<file path="src/rtl/core/dgs_pkg.sv">
// ----------------------------------------------------------------------------
// dgs_pkg
// Shared sizes, codes and pipeline item types of the gradient shader.
// ----------------------------------------------------------------------------
package dgs_pkg;

  localparam int RAMP_DEPTH = 256;
  localparam int POS_BITS   = 12;

  // ramp index width, fraction width, divider layout
  localparam int IDX_W      = $clog2(RAMP_DEPTH);
  localparam int FRAC_W     = 8;
  localparam int QUO_W      = IDX_W + FRAC_W;
  localparam int DIV_STEPS  = 4;
  localparam int DIV_STAGES = (QUO_W + DIV_STEPS - 1) / DIV_STEPS;
  localparam int DIV_BITS   = DIV_STAGES * DIV_STEPS;
  localparam int PROD_W     = POS_BITS + IDX_W;
  localparam int DVD_W      = PROD_W + 1;

  localparam int CFG_DATA_W = 9;
  localparam int CFG_IDX_W  = 2;

  localparam logic [CFG_IDX_W-1:0] CFG_RAMP_COUNT = 2'd0;
  localparam logic [CFG_IDX_W-1:0] CFG_DITHER_ON  = 2'd1;

  localparam logic OP_WRITE = 1'b0;
  localparam logic OP_SHADE = 1'b1;

  typedef struct packed {
    logic                op;
    logic [POS_BITS-1:0] span;
    logic [PROD_W-1:0]   prod;
    logic [7:0]          thr;
    logic [7:0]          slot;
    logic [7:0]          color;
  } dgs_s1_t;

  typedef struct packed {
    logic                op;
    logic                zero;
    logic                sat;
    logic [7:0]          thr;
    logic [POS_BITS-1:0] span;
    logic [POS_BITS-1:0] rem;
    logic [DIV_BITS-1:0] work;
    logic [7:0]          slot;
    logic [7:0]          color;
  } dgs_div_t;

  typedef struct packed {
    logic             en;
    logic             we;
    logic [IDX_W-1:0] addr;
    logic [7:0]       wdata;
  } dgs_ram_req_t;

endpackage

</file>
<file path="src/rtl/core/dgs_ram.sv">
// ----------------------------------------------------------------------------
// dgs_ram
// Generic single-port RAM with registered read.
// ----------------------------------------------------------------------------
module dgs_ram #(
  parameter int WIDTH = 8,
  parameter int DEPTH = 256
) (
  input  logic                     clk,
  input  logic                     en,
  input  logic                     we,
  input  logic [$clog2(DEPTH)-1:0] addr,
  input  logic [WIDTH-1:0]         wdata,
  output logic [WIDTH-1:0]         rdata
);

  logic [WIDTH-1:0] mem [DEPTH];

  always_ff @(posedge clk) begin
    if (en) begin
      if (we) begin
        mem[addr] <= wdata;
      end else begin
        rdata <= mem[addr];
      end
    end
  end

endmodule

</file>
<file path="src/rtl/core/dgs_front.sv">
// ----------------------------------------------------------------------------
// dgs_front
// First two pipeline stages: scale the position, build the dither threshold,
// then form the dividend, the saturation flag and the divider start values.
// ----------------------------------------------------------------------------
module dgs_front import dgs_pkg::*; (
  input  logic                clk,
  input  logic                rst_n,
  input  logic                adv,
  input  logic                in_valid,
  input  logic                in_op,
  input  logic [POS_BITS-1:0] in_position,
  input  logic [POS_BITS-1:0] in_span,
  input  logic [11:0]         in_x_coord,
  input  logic [11:0]         in_y_coord,
  input  logic [7:0]          in_ramp_slot,
  input  logic [7:0]          in_ramp_color,
  input  logic [IDX_W-1:0]    cnt_m1,
  input  logic                dither_on,
  output logic                v_r,
  output dgs_div_t            item_r
);

  logic     s1_v_r;
  dgs_s1_t  s1_r;
  dgs_s1_t  s1_nxt;
  dgs_div_t item_nxt;

  // stage 1
  always_comb begin
    logic [7:0] x8;
    logic [7:0] y8;
    x8 = in_x_coord[7:0];
    y8 = in_y_coord[7:0];
    s1_nxt.op    = in_op;
    s1_nxt.span  = in_span;
    s1_nxt.prod  = PROD_W'(in_position * cnt_m1);
    s1_nxt.thr   = 8'((x8 & y8) * 8'd83) + 8'((x8 + y8) * 8'd63) + 8'(x8 * 8'd37);
    s1_nxt.slot  = in_ramp_slot;
    s1_nxt.color = in_ramp_color;
  end

  // stage 2: dividend is p, or p plus half the span when rounding
  always_comb begin
    logic [DVD_W-1:0] dvd;
    logic [DVD_W-1:0] lim;
    dvd = {1'b0, s1_r.prod};
    if (!dither_on) begin
      dvd = dvd + DVD_W'(s1_r.span >> 1);
    end
    lim = DVD_W'(s1_r.span) << IDX_W;
    item_nxt.op    = s1_r.op;
    item_nxt.zero  = (s1_r.span == '0);
    item_nxt.sat   = (dvd >= lim);
    item_nxt.thr   = s1_r.thr;
    item_nxt.span  = s1_r.span;
    item_nxt.rem   = POS_BITS'(dvd >> (DIV_BITS - FRAC_W));
    item_nxt.work  = {dvd[DIV_BITS-FRAC_W-1:0], {FRAC_W{1'b0}}};
    item_nxt.slot  = s1_r.slot;
    item_nxt.color = s1_r.color;
  end

  always_ff @(posedge clk) begin
    if (!rst_n) begin
      s1_v_r <= 1'b0;
      v_r    <= 1'b0;
    end else if (adv) begin
      s1_v_r <= in_valid;
      v_r    <= s1_v_r;
    end
  end

  always_ff @(posedge clk) begin
    if (adv) begin
      s1_r   <= s1_nxt;
      item_r <= item_nxt;
    end
  end

endmodule

</file>
<file path="src/rtl/core/dgs_div_stage.sv">
// ----------------------------------------------------------------------------
// dgs_div_stage
// One divider stage: a few restoring division steps, quotient bits shifted
// into the low end of the work word.
// ----------------------------------------------------------------------------
module dgs_div_stage import dgs_pkg::*; (
  input  logic     clk,
  input  logic     rst_n,
  input  logic     adv,
  input  logic     v_in,
  input  dgs_div_t item_in,
  output logic     v_r,
  output dgs_div_t item_r
);

  dgs_div_t item_nxt;

  always_comb begin
    logic [POS_BITS:0] trial;
    item_nxt = item_in;
    for (int k = 0; k < DIV_STEPS; k++) begin
      trial = {item_nxt.rem, item_nxt.work[DIV_BITS-1]};
      if (trial >= {1'b0, item_nxt.span}) begin
        item_nxt.rem  = POS_BITS'(trial - {1'b0, item_nxt.span});
        item_nxt.work = {item_nxt.work[DIV_BITS-2:0], 1'b1};
      end else begin
        item_nxt.rem  = trial[POS_BITS-1:0];
        item_nxt.work = {item_nxt.work[DIV_BITS-2:0], 1'b0};
      end
    end
  end

  always_ff @(posedge clk) begin
    if (!rst_n) begin
      v_r <= 1'b0;
    end else if (adv) begin
      v_r <= v_in;
    end
  end

  always_ff @(posedge clk) begin
    if (adv) begin
      item_r <= item_nxt;
    end
  end

endmodule

</file>
<file path="src/rtl/core/dgs_index.sv">
// ----------------------------------------------------------------------------
// dgs_index
// Last stage: pick the ramp index from quotient and fraction, clamp it, and
// issue the ramp access (write for write items, read for shade items).
// ----------------------------------------------------------------------------
module dgs_index import dgs_pkg::*; (
  input  logic             clk,
  input  logic             rst_n,
  input  logic             adv,
  input  logic             v_in,
  input  dgs_div_t         item,
  input  logic [IDX_W-1:0] cnt_m1,
  input  logic             dither_on,
  output dgs_ram_req_t     ram_req,
  output logic             out_v_r,
  output logic             zero_r
);

  logic [IDX_W-1:0] idx;
  logic             slot_ok;

  always_comb begin
    logic [IDX_W:0] idx_ext;
    logic           bump;
    bump    = dither_on && (item.work[FRAC_W-1:0] > item.thr);
    idx_ext = {1'b0, item.work[QUO_W-1:FRAC_W]} + (IDX_W + 1)'(bump);
    if (item.sat || idx_ext > {1'b0, cnt_m1}) begin
      idx = cnt_m1;
    end else begin
      idx = idx_ext[IDX_W-1:0];
    end
  end

  // drop writes aimed past the ramp
  assign slot_ok = ({1'b0, item.slot} < 9'(RAMP_DEPTH));

  always_comb begin
    ram_req.en    = adv && v_in && ((item.op == OP_SHADE) || slot_ok);
    ram_req.we    = (item.op == OP_WRITE);
    ram_req.addr  = (item.op == OP_WRITE) ? item.slot[IDX_W-1:0] : idx;
    ram_req.wdata = item.color;
  end

  always_ff @(posedge clk) begin
    if (!rst_n) begin
      out_v_r <= 1'b0;
    end else if (adv) begin
      out_v_r <= v_in && (item.op == OP_SHADE);
    end
  end

  always_ff @(posedge clk) begin
    if (adv) begin
      zero_r <= item.zero;
    end
  end

endmodule

</file>
<file path="src/rtl/core/dithered_gradient_shade.sv">
// ----------------------------------------------------------------------------
// dithered_gradient_shade
// Ordered-dither linear gradient shader with a loadable color ramp.
// ----------------------------------------------------------------------------
// Takes one item per clock while in_stall is low. A shade item's pixel color
// passes through two front stages, four divider stages of four restoring
// steps each, and the registered ramp read. The whole pipeline holds while a
// result waits under out_stall, so in_stall follows out_stall on a full
// output. Ramp write items travel the same pipeline and update the ramp at
// the read stage, so they take effect in order with the shade items around
// them; they give no result. Configuration must be written by the user only
// while the pipeline is empty; the block itself does not enforce this.
// ----------------------------------------------------------------------------
module dithered_gradient_shade import dgs_pkg::*; (
  input  logic                  clk,
  input  logic                  rst_n,
  input  logic                  in_valid,
  output logic                  in_stall,
  input  logic                  in_op,
  input  logic [POS_BITS-1:0]   in_position,
  input  logic [POS_BITS-1:0]   in_span,
  input  logic [11:0]           in_x_coord,
  input  logic [11:0]           in_y_coord,
  input  logic [7:0]            in_ramp_slot,
  input  logic [7:0]            in_ramp_color,
  output logic                  out_valid,
  input  logic                  out_stall,
  output logic [7:0]            out_pixel_color,
  input  logic                  cfg_we,
  input  logic [CFG_IDX_W-1:0]  cfg_index,
  input  logic [CFG_DATA_W-1:0] cfg_wdata
);

  logic [CFG_DATA_W-1:0] ramp_count_r;
  logic                  dither_on_r;
  logic [CFG_DATA_W-1:0] cnt_clamp;
  logic [IDX_W-1:0]      cnt_m1;
  logic                  adv;
  logic                  div_v    [DIV_STAGES+1];
  dgs_div_t              div_item [DIV_STAGES+1];
  dgs_ram_req_t          ram_req;
  logic [7:0]            ram_rdata;
  logic                  zero_r;

  always_ff @(posedge clk) begin
    if (!rst_n) begin
      ramp_count_r <= CFG_DATA_W'(1);
      dither_on_r  <= 1'b0;
    end else if (cfg_we) begin
      case (cfg_index)
        CFG_RAMP_COUNT: ramp_count_r <= cfg_wdata;
        CFG_DITHER_ON:  dither_on_r  <= cfg_wdata[0];
        default: ;
      endcase
    end
  end

  // zero acts as one, anything past the ramp as the ramp depth
  always_comb begin
    if (ramp_count_r == '0) begin
      cnt_clamp = CFG_DATA_W'(1);
    end else if (ramp_count_r > CFG_DATA_W'(RAMP_DEPTH)) begin
      cnt_clamp = CFG_DATA_W'(RAMP_DEPTH);
    end else begin
      cnt_clamp = ramp_count_r;
    end
  end
  assign cnt_m1 = IDX_W'(cnt_clamp - CFG_DATA_W'(1));

  // advance everything unless a result is held at the output
  assign adv      = !(out_valid && out_stall);
  assign in_stall = !adv;

  dgs_front u_front (
    .clk           (clk),
    .rst_n         (rst_n),
    .adv           (adv),
    .in_valid      (in_valid),
    .in_op         (in_op),
    .in_position   (in_position),
    .in_span       (in_span),
    .in_x_coord    (in_x_coord),
    .in_y_coord    (in_y_coord),
    .in_ramp_slot  (in_ramp_slot),
    .in_ramp_color (in_ramp_color),
    .cnt_m1        (cnt_m1),
    .dither_on     (dither_on_r),
    .v_r           (div_v[0]),
    .item_r        (div_item[0])
  );

  for (genvar s = 0; s < DIV_STAGES; s++) begin : g_div
    dgs_div_stage u_div (
      .clk     (clk),
      .rst_n   (rst_n),
      .adv     (adv),
      .v_in    (div_v[s]),
      .item_in (div_item[s]),
      .v_r     (div_v[s+1]),
      .item_r  (div_item[s+1])
    );
  end

  dgs_index u_index (
    .clk       (clk),
    .rst_n     (rst_n),
    .adv       (adv),
    .v_in      (div_v[DIV_STAGES]),
    .item      (div_item[DIV_STAGES]),
    .cnt_m1    (cnt_m1),
    .dither_on (dither_on_r),
    .ram_req   (ram_req),
    .out_v_r   (out_valid),
    .zero_r    (zero_r)
  );

  dgs_ram #(
    .WIDTH (8),
    .DEPTH (RAMP_DEPTH)
  ) u_ramp (
    .clk   (clk),
    .en    (ram_req.en),
    .we    (ram_req.we),
    .addr  (ram_req.addr),
    .wdata (ram_req.wdata),
    .rdata (ram_rdata)
  );

  assign out_pixel_color = zero_r ? 8'd0 : ram_rdata;

endmodule

</file>
<file path="config.mk">
export PLATFORM = sky130hd
export DESIGN_NAME = dithered_gradient_shade
export DESIGN_NICKNAME = d
export VERILOG_FILES = /design/src/rtl/core/dgs_pkg.sv /design/src/rtl/core/dgs_ram.sv /design/src/rtl/core/dgs_front.sv /design/src/rtl/core/dgs_div_stage.sv /design/src/rtl/core/dgs_index.sv /design/src/rtl/core/dithered_gradient_shade.sv
export SDC_FILE = /design/constraint.sdc
export NUM_CORES = 2
export LEC_CHECK = 0
export ABC_AREA = 0
export BUFFER_PORTS_ARGS = -buffer_cell sky130_fd_sc_hd__buf_2
export CAP_MARGIN = 30
export CORE_MARGIN = 5
export CORE_UTILIZATION = 51
export DETAILED_ROUTE_END_ITERATION = 8
export GPL_ROUTABILITY_DRIVEN = 0
export HOLD_SLACK_MARGIN = 0.1
export MAX_ROUTING_LAYER = met4
export PLACE_DENSITY = 0.69
export SYNTH_ARGS = -nofsm -noshare
export SYNTH_HDL_FRONTEND = slang
export SYNTH_SLANG_ARGS = --single-unit
</file>
<file path="constraint.sdc">
create_clock -name clk -period 12.84 [get_ports clk]
set_clock_uncertainty 0.2 [all_clocks]
set_input_delay 0.642 -clock clk [delete_from_list [all_inputs] [get_ports clk]]
set_output_delay 0.642 -clock clk [all_outputs]
set_load 0.01 [all_outputs]
</file>
* Word-level counts from Yosys, hierarchy flattened
Memory sizes are Yosys's and may differ from the RTL's. A register that Yosys moved wholly into a read port is not among the register bits.
Index checks and enable logic that the tools add are counted.
W data, S select, Z words.
** Storage, ports and cells
- RAM bits :: 2048
- Flip-flop bits (word level) :: 378
- Word-level logic and storage cells :: 144
- Memories kept :: 1
- Output and inout bits :: 10
** Operators by class
- Reduce and logical (&&, ||, !) cells :: 12
- Multiplexer cells :: 25
- Add/sub/neg operators :: 21
- Equality and inequality tests :: 1
- Bitwise gates (word level) :: 1
- $lt $le $gt $ge :: 20
- Multipliers :: 4
** Memories
- u_ramp.mem :: depth 256, bits a word 8, read ports 1, clocked after memory_dff 1, write ports 1, RTL line dgs_ram.sv:17 : logic [WIDTH-1:0] mem [DEPTH];
** Operators with widths (number)
- $mux W28 :: 15
- $ge A13 B12 Y1 :: 16
- $sub A12 B12 Y12 :: 15
- $mux W8 :: 5
- $add A8 B8 Y8 :: 3
- $add A20 B11 Y21 :: 1
- $ge A21 B20 Y1 :: 1
- $mux W21 :: 1
- $mul A12 B8 Y20 :: 1
- $mul A8 B6 Y8 const B :: 2
- $logic_not A12 Y1 :: 1
- $add A8 B1 Y9 :: 1
- $gt A9 B8 Y1 :: 1
- $gt A9 B9 Y1 const B :: 1
- $logic_not A9 Y1 :: 1
- $and A8 B8 Y8 :: 1
- $gt A8 B8 Y1 :: 1
- $mul A8 B7 Y8 const B :: 1
- $sub A8 B1 Y8 const B :: 1
- $reduce_and A2 Y1 :: 3
- $logic_and A1 B1 Y1 :: 4
- $mux W1 :: 4
- $eq A2 B1 Y1 const B :: 1
- $logic_not A2 Y1 :: 1
- 2 further kinds :: 2

* Depth between registers and ports, before layout
- Word-level depth :: 8
- Depth in mapped cells :: 51
- Depth with buffers taken out :: 46

* Hierarchy
A second synthesis with hierarchy kept.
** Unflattened totals
- Cell total of the unflattened synthesis :: 6358
- Area, all modules :: 108778.1 µm²
** Modules (own cells, without submodules)
- dgs_ram :: seq. area each 61739.2 µm², area each 78376.4 µm², times used 1, cells each 3526
- dgs_div_stage :: seq. area each 2031.9 µm², area each 4815.9 µm², times used 4, cells each 451
- dgs_front :: seq. area each 3523.4 µm², area each 9587.9 µm², times used 1, cells each 837
- dgs_index :: seq. area each 50.0 µm², area each 898.4 µm², times used 1, cells each 116
- dithered_gradient_shade :: seq. area each 200.2 µm², area each 651.9 µm², times used 1, cells each 75

* Least setup slack after synthesis
Ideal clock, no wire load.
- Path kind :: input to register
- Start :: in out_stall
- End :: reg u_index.out_v_r
- Stages :: 4
- Setup slack :: -1.624 ns
- Path buffers :: 1
- Data arrival time :: 14.133 ns
- Required time :: 12.510 ns
- Setup time :: 0.130 ns
- Cells stage by stage :: nand2_1 > clkbuf_1 > clkinv_1 > o21a_1
** Between the ends
- Longest elaborated chain between the ends :: 1
** Ends and longest elaborated chain
- start, declared :: RTL line dithered_gradient_shade.sv:27 : input logic out_stall,
- $logic_and A1 B1 Y1 :: RTL line dithered_gradient_shade.sv:71 : assign adv = !(out_valid && out_stall);
- net in_stall :: RTL line dithered_gradient_shade.sv:18 : output logic in_stall,
- end signal, assigned :: RTL line dgs_index.sv:48 : out_v_r <= v_in && (item.op == OP_SHADE);
- end, declared :: RTL line dgs_index.sv:15 : output logic out_v_r,
The timed path passes the listed nets, and every way through them passes these cells.
A chain may end at the register's enable or synchronous reset.

==> results.tsv <==
stage	metric	value	unit
global_routing	grt_pass1_wl	464000	microns
clocking	ctsLongestPathBuffers	3	
sta	fmax	83.7	MHz
worst_setup_path	critical_path_depth	46	
sta	setup_viol	0	
pwr	peakVddDrop	0.000507	V
logic_synthesis	async_reset_ff_frac	0	
worst_setup_path	r2r-end	g_div[1].u_div.item_r[34]$_DFFE_PN_	
floorplanning	core	215000	sq um
placed_design	port_buffers	82	
worst_setup_path	r2r_cells	46	
sta	final.setup.tns	0	ps
logic_synthesis	yosys_most_used_dff	edfxtp_1	
placed_design	dp_cells	11600	
floorplanning	dieArea	225000	sq um
logic_synthesis	ys_top_cells_by_area	edfxtp_1 65%, nand2_1 7.3%, nand3_1 4.4%, ha_1 3.6%, fa_1 1.9%	
worst_setup_path	worst_ep_arrival_time	12350	ps
floorplanning	io_pins	91	
clocking	root_buffer	clkbuf_16	
worst_setup_path	crit_family	compound AO/OA/AOI/OAI gates	
drt	wl_met3	39600	microns
drt	drtAntennaViolNets	0	
logic_synthesis	yosys_warnings	0	
clocking	tritoncts	done	
drt	drtPass1Iterations	8	
logic_synthesis	synth_top_area_share	0.655	
worst_setup_path	critPathMaxFanout	13	
floorplanning	rows	170	
pwr	power_density	283	nW/um^2
global_routing	antenna_found_initial	13	
worst_setup_path	start_kind	flop	
global_routing	grt-ovfl-total	0	
worst_setup_path	cp_slowest_cell	a2111oi_1	
drt	highest_layer	met4	
logic_synthesis	synth_seq_cells	2414	
logic_synthesis	synth_cells	9006	
sta	setup_slack	894	ps
logic_synthesis	synth.avg_cell_area	12.2	sq um
global_routing	grt_util_all_layers	0.286	
final_layout	drive_gt1_frac	0.0832	
clocking	path_clk_slew	60	ps
pwr	power_leakage	43.9	nW
sta	hold_viol_final	0	
clocking	cts_sinks	2414	
clocking	postCtsSetupRepairBufs	0	
floorplanning	initial_core_util	0.512	
clocking	h-tree-depth	4	
clocking	cts_resized	0	
worst_setup_path	crit_path_frequent_cell	o21a_1	
placed_design	dp_hpwl	200000	microns
sta	slew_headroom	0.143	
clocking	cts-buffers-inserted	228	
drt	drc_errors	0	
worst_setup_path	cp_num_buf_inv	3	
drt	num_vias	74800	
final_layout	area_delta_synth_final	10.6	%
sta	rsz0062_at_grt	no	
worst_setup_path	slowest_delay	570	ps
drt	routed_via_density	6.17	
worst_setup_path	worstSetupStartpoint	g_div[0].u_div.item_r[45]$_DFFE_PN_	
placed_design	pre_cts_ws	942	ps
logic_synthesis	syn_area	110000	sq um
drt	routedWlPerCell	26.2	microns
sta	drv_slew	0	
floorplanning	die_x	474	microns
logic_synthesis	synth_most_common_cell	edfxtp_1	
logic_synthesis	seq_area_frac_synth	0.658	
worst_setup_path	rrSetupSlack	890	ps
drt	wl_met2	140000	microns
global_routing	grt_max_degree	191	
logic_synthesis	yosysTopAreaCell	edfxtp_1	
drt	routed_wl	317000	microns
clocking	clk_latency	910	ps
logic_synthesis	synth-edff-count	2397	
run	drv_cap	0	
min_path	hp-class	reg -> reg	
worst_setup_path	worstSetupPathType	reg -> reg	
outcome	status	finished clean	
logic_synthesis	ys_types	101	
worst_setup_path	required	13240	ps
final_layout	nets	9578	
floorplanning	die_h	474	microns
sta	period_share	0.930	
logic_synthesis	synth_nets	9502	
logic_synthesis	synth_common_cells	2397 x edfxtp_1, 2129 x nand2_1, 967 x nand3_1	
final_layout	fin_cells	12100	
drt	wl_met1	122000	microns
worst_setup_path	end_kind	flop	
sta	max_slew.worst_pin.slew	1290	ps
worst_setup_path	critPathCapture	g_div[1].u_div.item_r[34]$_DFFE_PN_	
worst_setup_path	worstReg2RegStart	g_div[0].u_div.item_r[45]$_DFFE_PN_	
sta	min_period	11950	ps
final_layout	final_core_util	0.567	
drt	drtIter0Drc	10700	
global_routing	grt_pass1_vias	71100	
==> stage by stage <==
step | area [sq um] | hold slack [ps] | power (mW)
2_1_floorplan | 110000 | 200 | 23.3
3_3_place_gp | 113000 | 201 | 27.0
3_5_place_dp | 113000 | 205 | 27.5
4_1_cts | 121000 | 153 | 34.2
5_1_grt | 122000 | 199 | 36.4
6_report | 122000 | 200 | 34.4
==> worst reg2reg max path, delay by kind of cell (launching register included) <==
kind	cells	cell delay (ps)
AOI/OAI and AO/OA	28	6240
muxes	4	1600
and+or+nand+nor	7	1280
adders and majority gates	4	1160
buffers and inverters	3	780
DFF	1	430
==> logic make-up (layout without fill, tap and decap cells) <==
kind of cell    after synthesis  in the layout  share of synthesized area
simple gates               4099           4099                      0.165
flops                      2414           2414                      0.658
compound gates              919            919                     0.0572
buf+inv                     774           1050                     0.0318
fa+ha+maj                   415            415                     0.0543
mux                         195            195                     0.0191
xor+xnor                    190            190                     0.0151
other cells                   0             17                          0
==> layer usage <==
layer	up-vias	GRT usage
li1	32900	-
met1	36600	0.380
met2	4615	0.416
met3	797	0.0744
met4	0	0.125
met5	-	-
==> state kept, by name, summed over array words and instances, names as in the netlist <==
register / cells
u_front.v_r: 1
g_div.u_div.v_r: 4
u_front.item_r: 59
u_index.out_v_r: 1
u_front.s1_v_r: 1
u_ramp.rdata: 8
u_ramp.mem: 2048
dither_on_r: 1
u_index.zero_r: 1
g_div.u_div.item_r: 224
u_front.item_nxt: 37
u_front.s1_r: 20
ramp_count_r: 9
==> final cells by class <==
| type | instances | area, sq um |
|---|---|---|
| clock inverter | 157 | 1530 |
| sequential | 2414 | 72300 |
| fill | 16800 | 92900 |
| timing repair buffer | 333 | 2900 |
| tap | 2838 | 3550 |
| clock buffer | 273 | 5890 |
| multi-input combinational | 5818 | 34400 |
| inverter | 287 | 1080 |
| antenna | 17 | 42.5 |
==> power by group <==
group	internal (mW)	switching (mW)	total, mW
combinational	7.33	10.8	18.1
sequential	9.47	0.170	9.64
clock	3.65	3.03	6.68
==> cell usage in the layout, fill, tap and decap left out, types with 87 or more instances in the layout <==
cell       synthesis  routed
a21oi_1          211     211
a31oi_1          122     122
and3_1           138     137
buf_2            265      87
buf_4             53     147
clkbuf_16          0     228
edfxtp_1        2397    2397
fa_1             103     103
ha_1             312     312
inv_1            283     283
mux2i_1          101     101
nand2_1         2129    2116
nand3_1          967     966
nand4_1          152     152
nor2_1           421     415
o21ai_0          132     132
xnor2_1          145     145
==> timing repair <==
item | 4_1_cts | 5_1_grt
endpoints found under the hold margin | 49 | 0
hold buffers | 64 | 0
setup endpoints to repair | 0 | 0
==> worst min path at each step <==
stage	from	endpoint	slack, ps	cells after the start
6_report	g_div[2].u_div.item_r[10]$_DFFE_PN_	g_div[3].u_div.item_r[10]$_DFFE_PN_	200	0
4_1_cts	in_y_coord[6]	u_front.item_nxt[63]$_DFFE_PN_	150	4
3_5_place_dp	u_front.item_r[11]$_DFFE_PN_	g_div[0].u_div.item_r[11]$_DFFE_PN_	200	0
5_1_grt	in_y_coord[6]	u_front.item_nxt[63]$_DFFE_PN_	200	4
2_1_floorplan	u_front.item_r[0]$_DFFE_PN_	g_div[0].u_div.item_r[0]$_DFFE_PN_	200	0
3_3_place_gp	g_div[1].u_div.item_r[12]$_DFFE_PN_	g_div[2].u_div.item_r[12]$_DFFE_PN_	200	0
No activity file was read; power rests on OpenSTA's default activity.
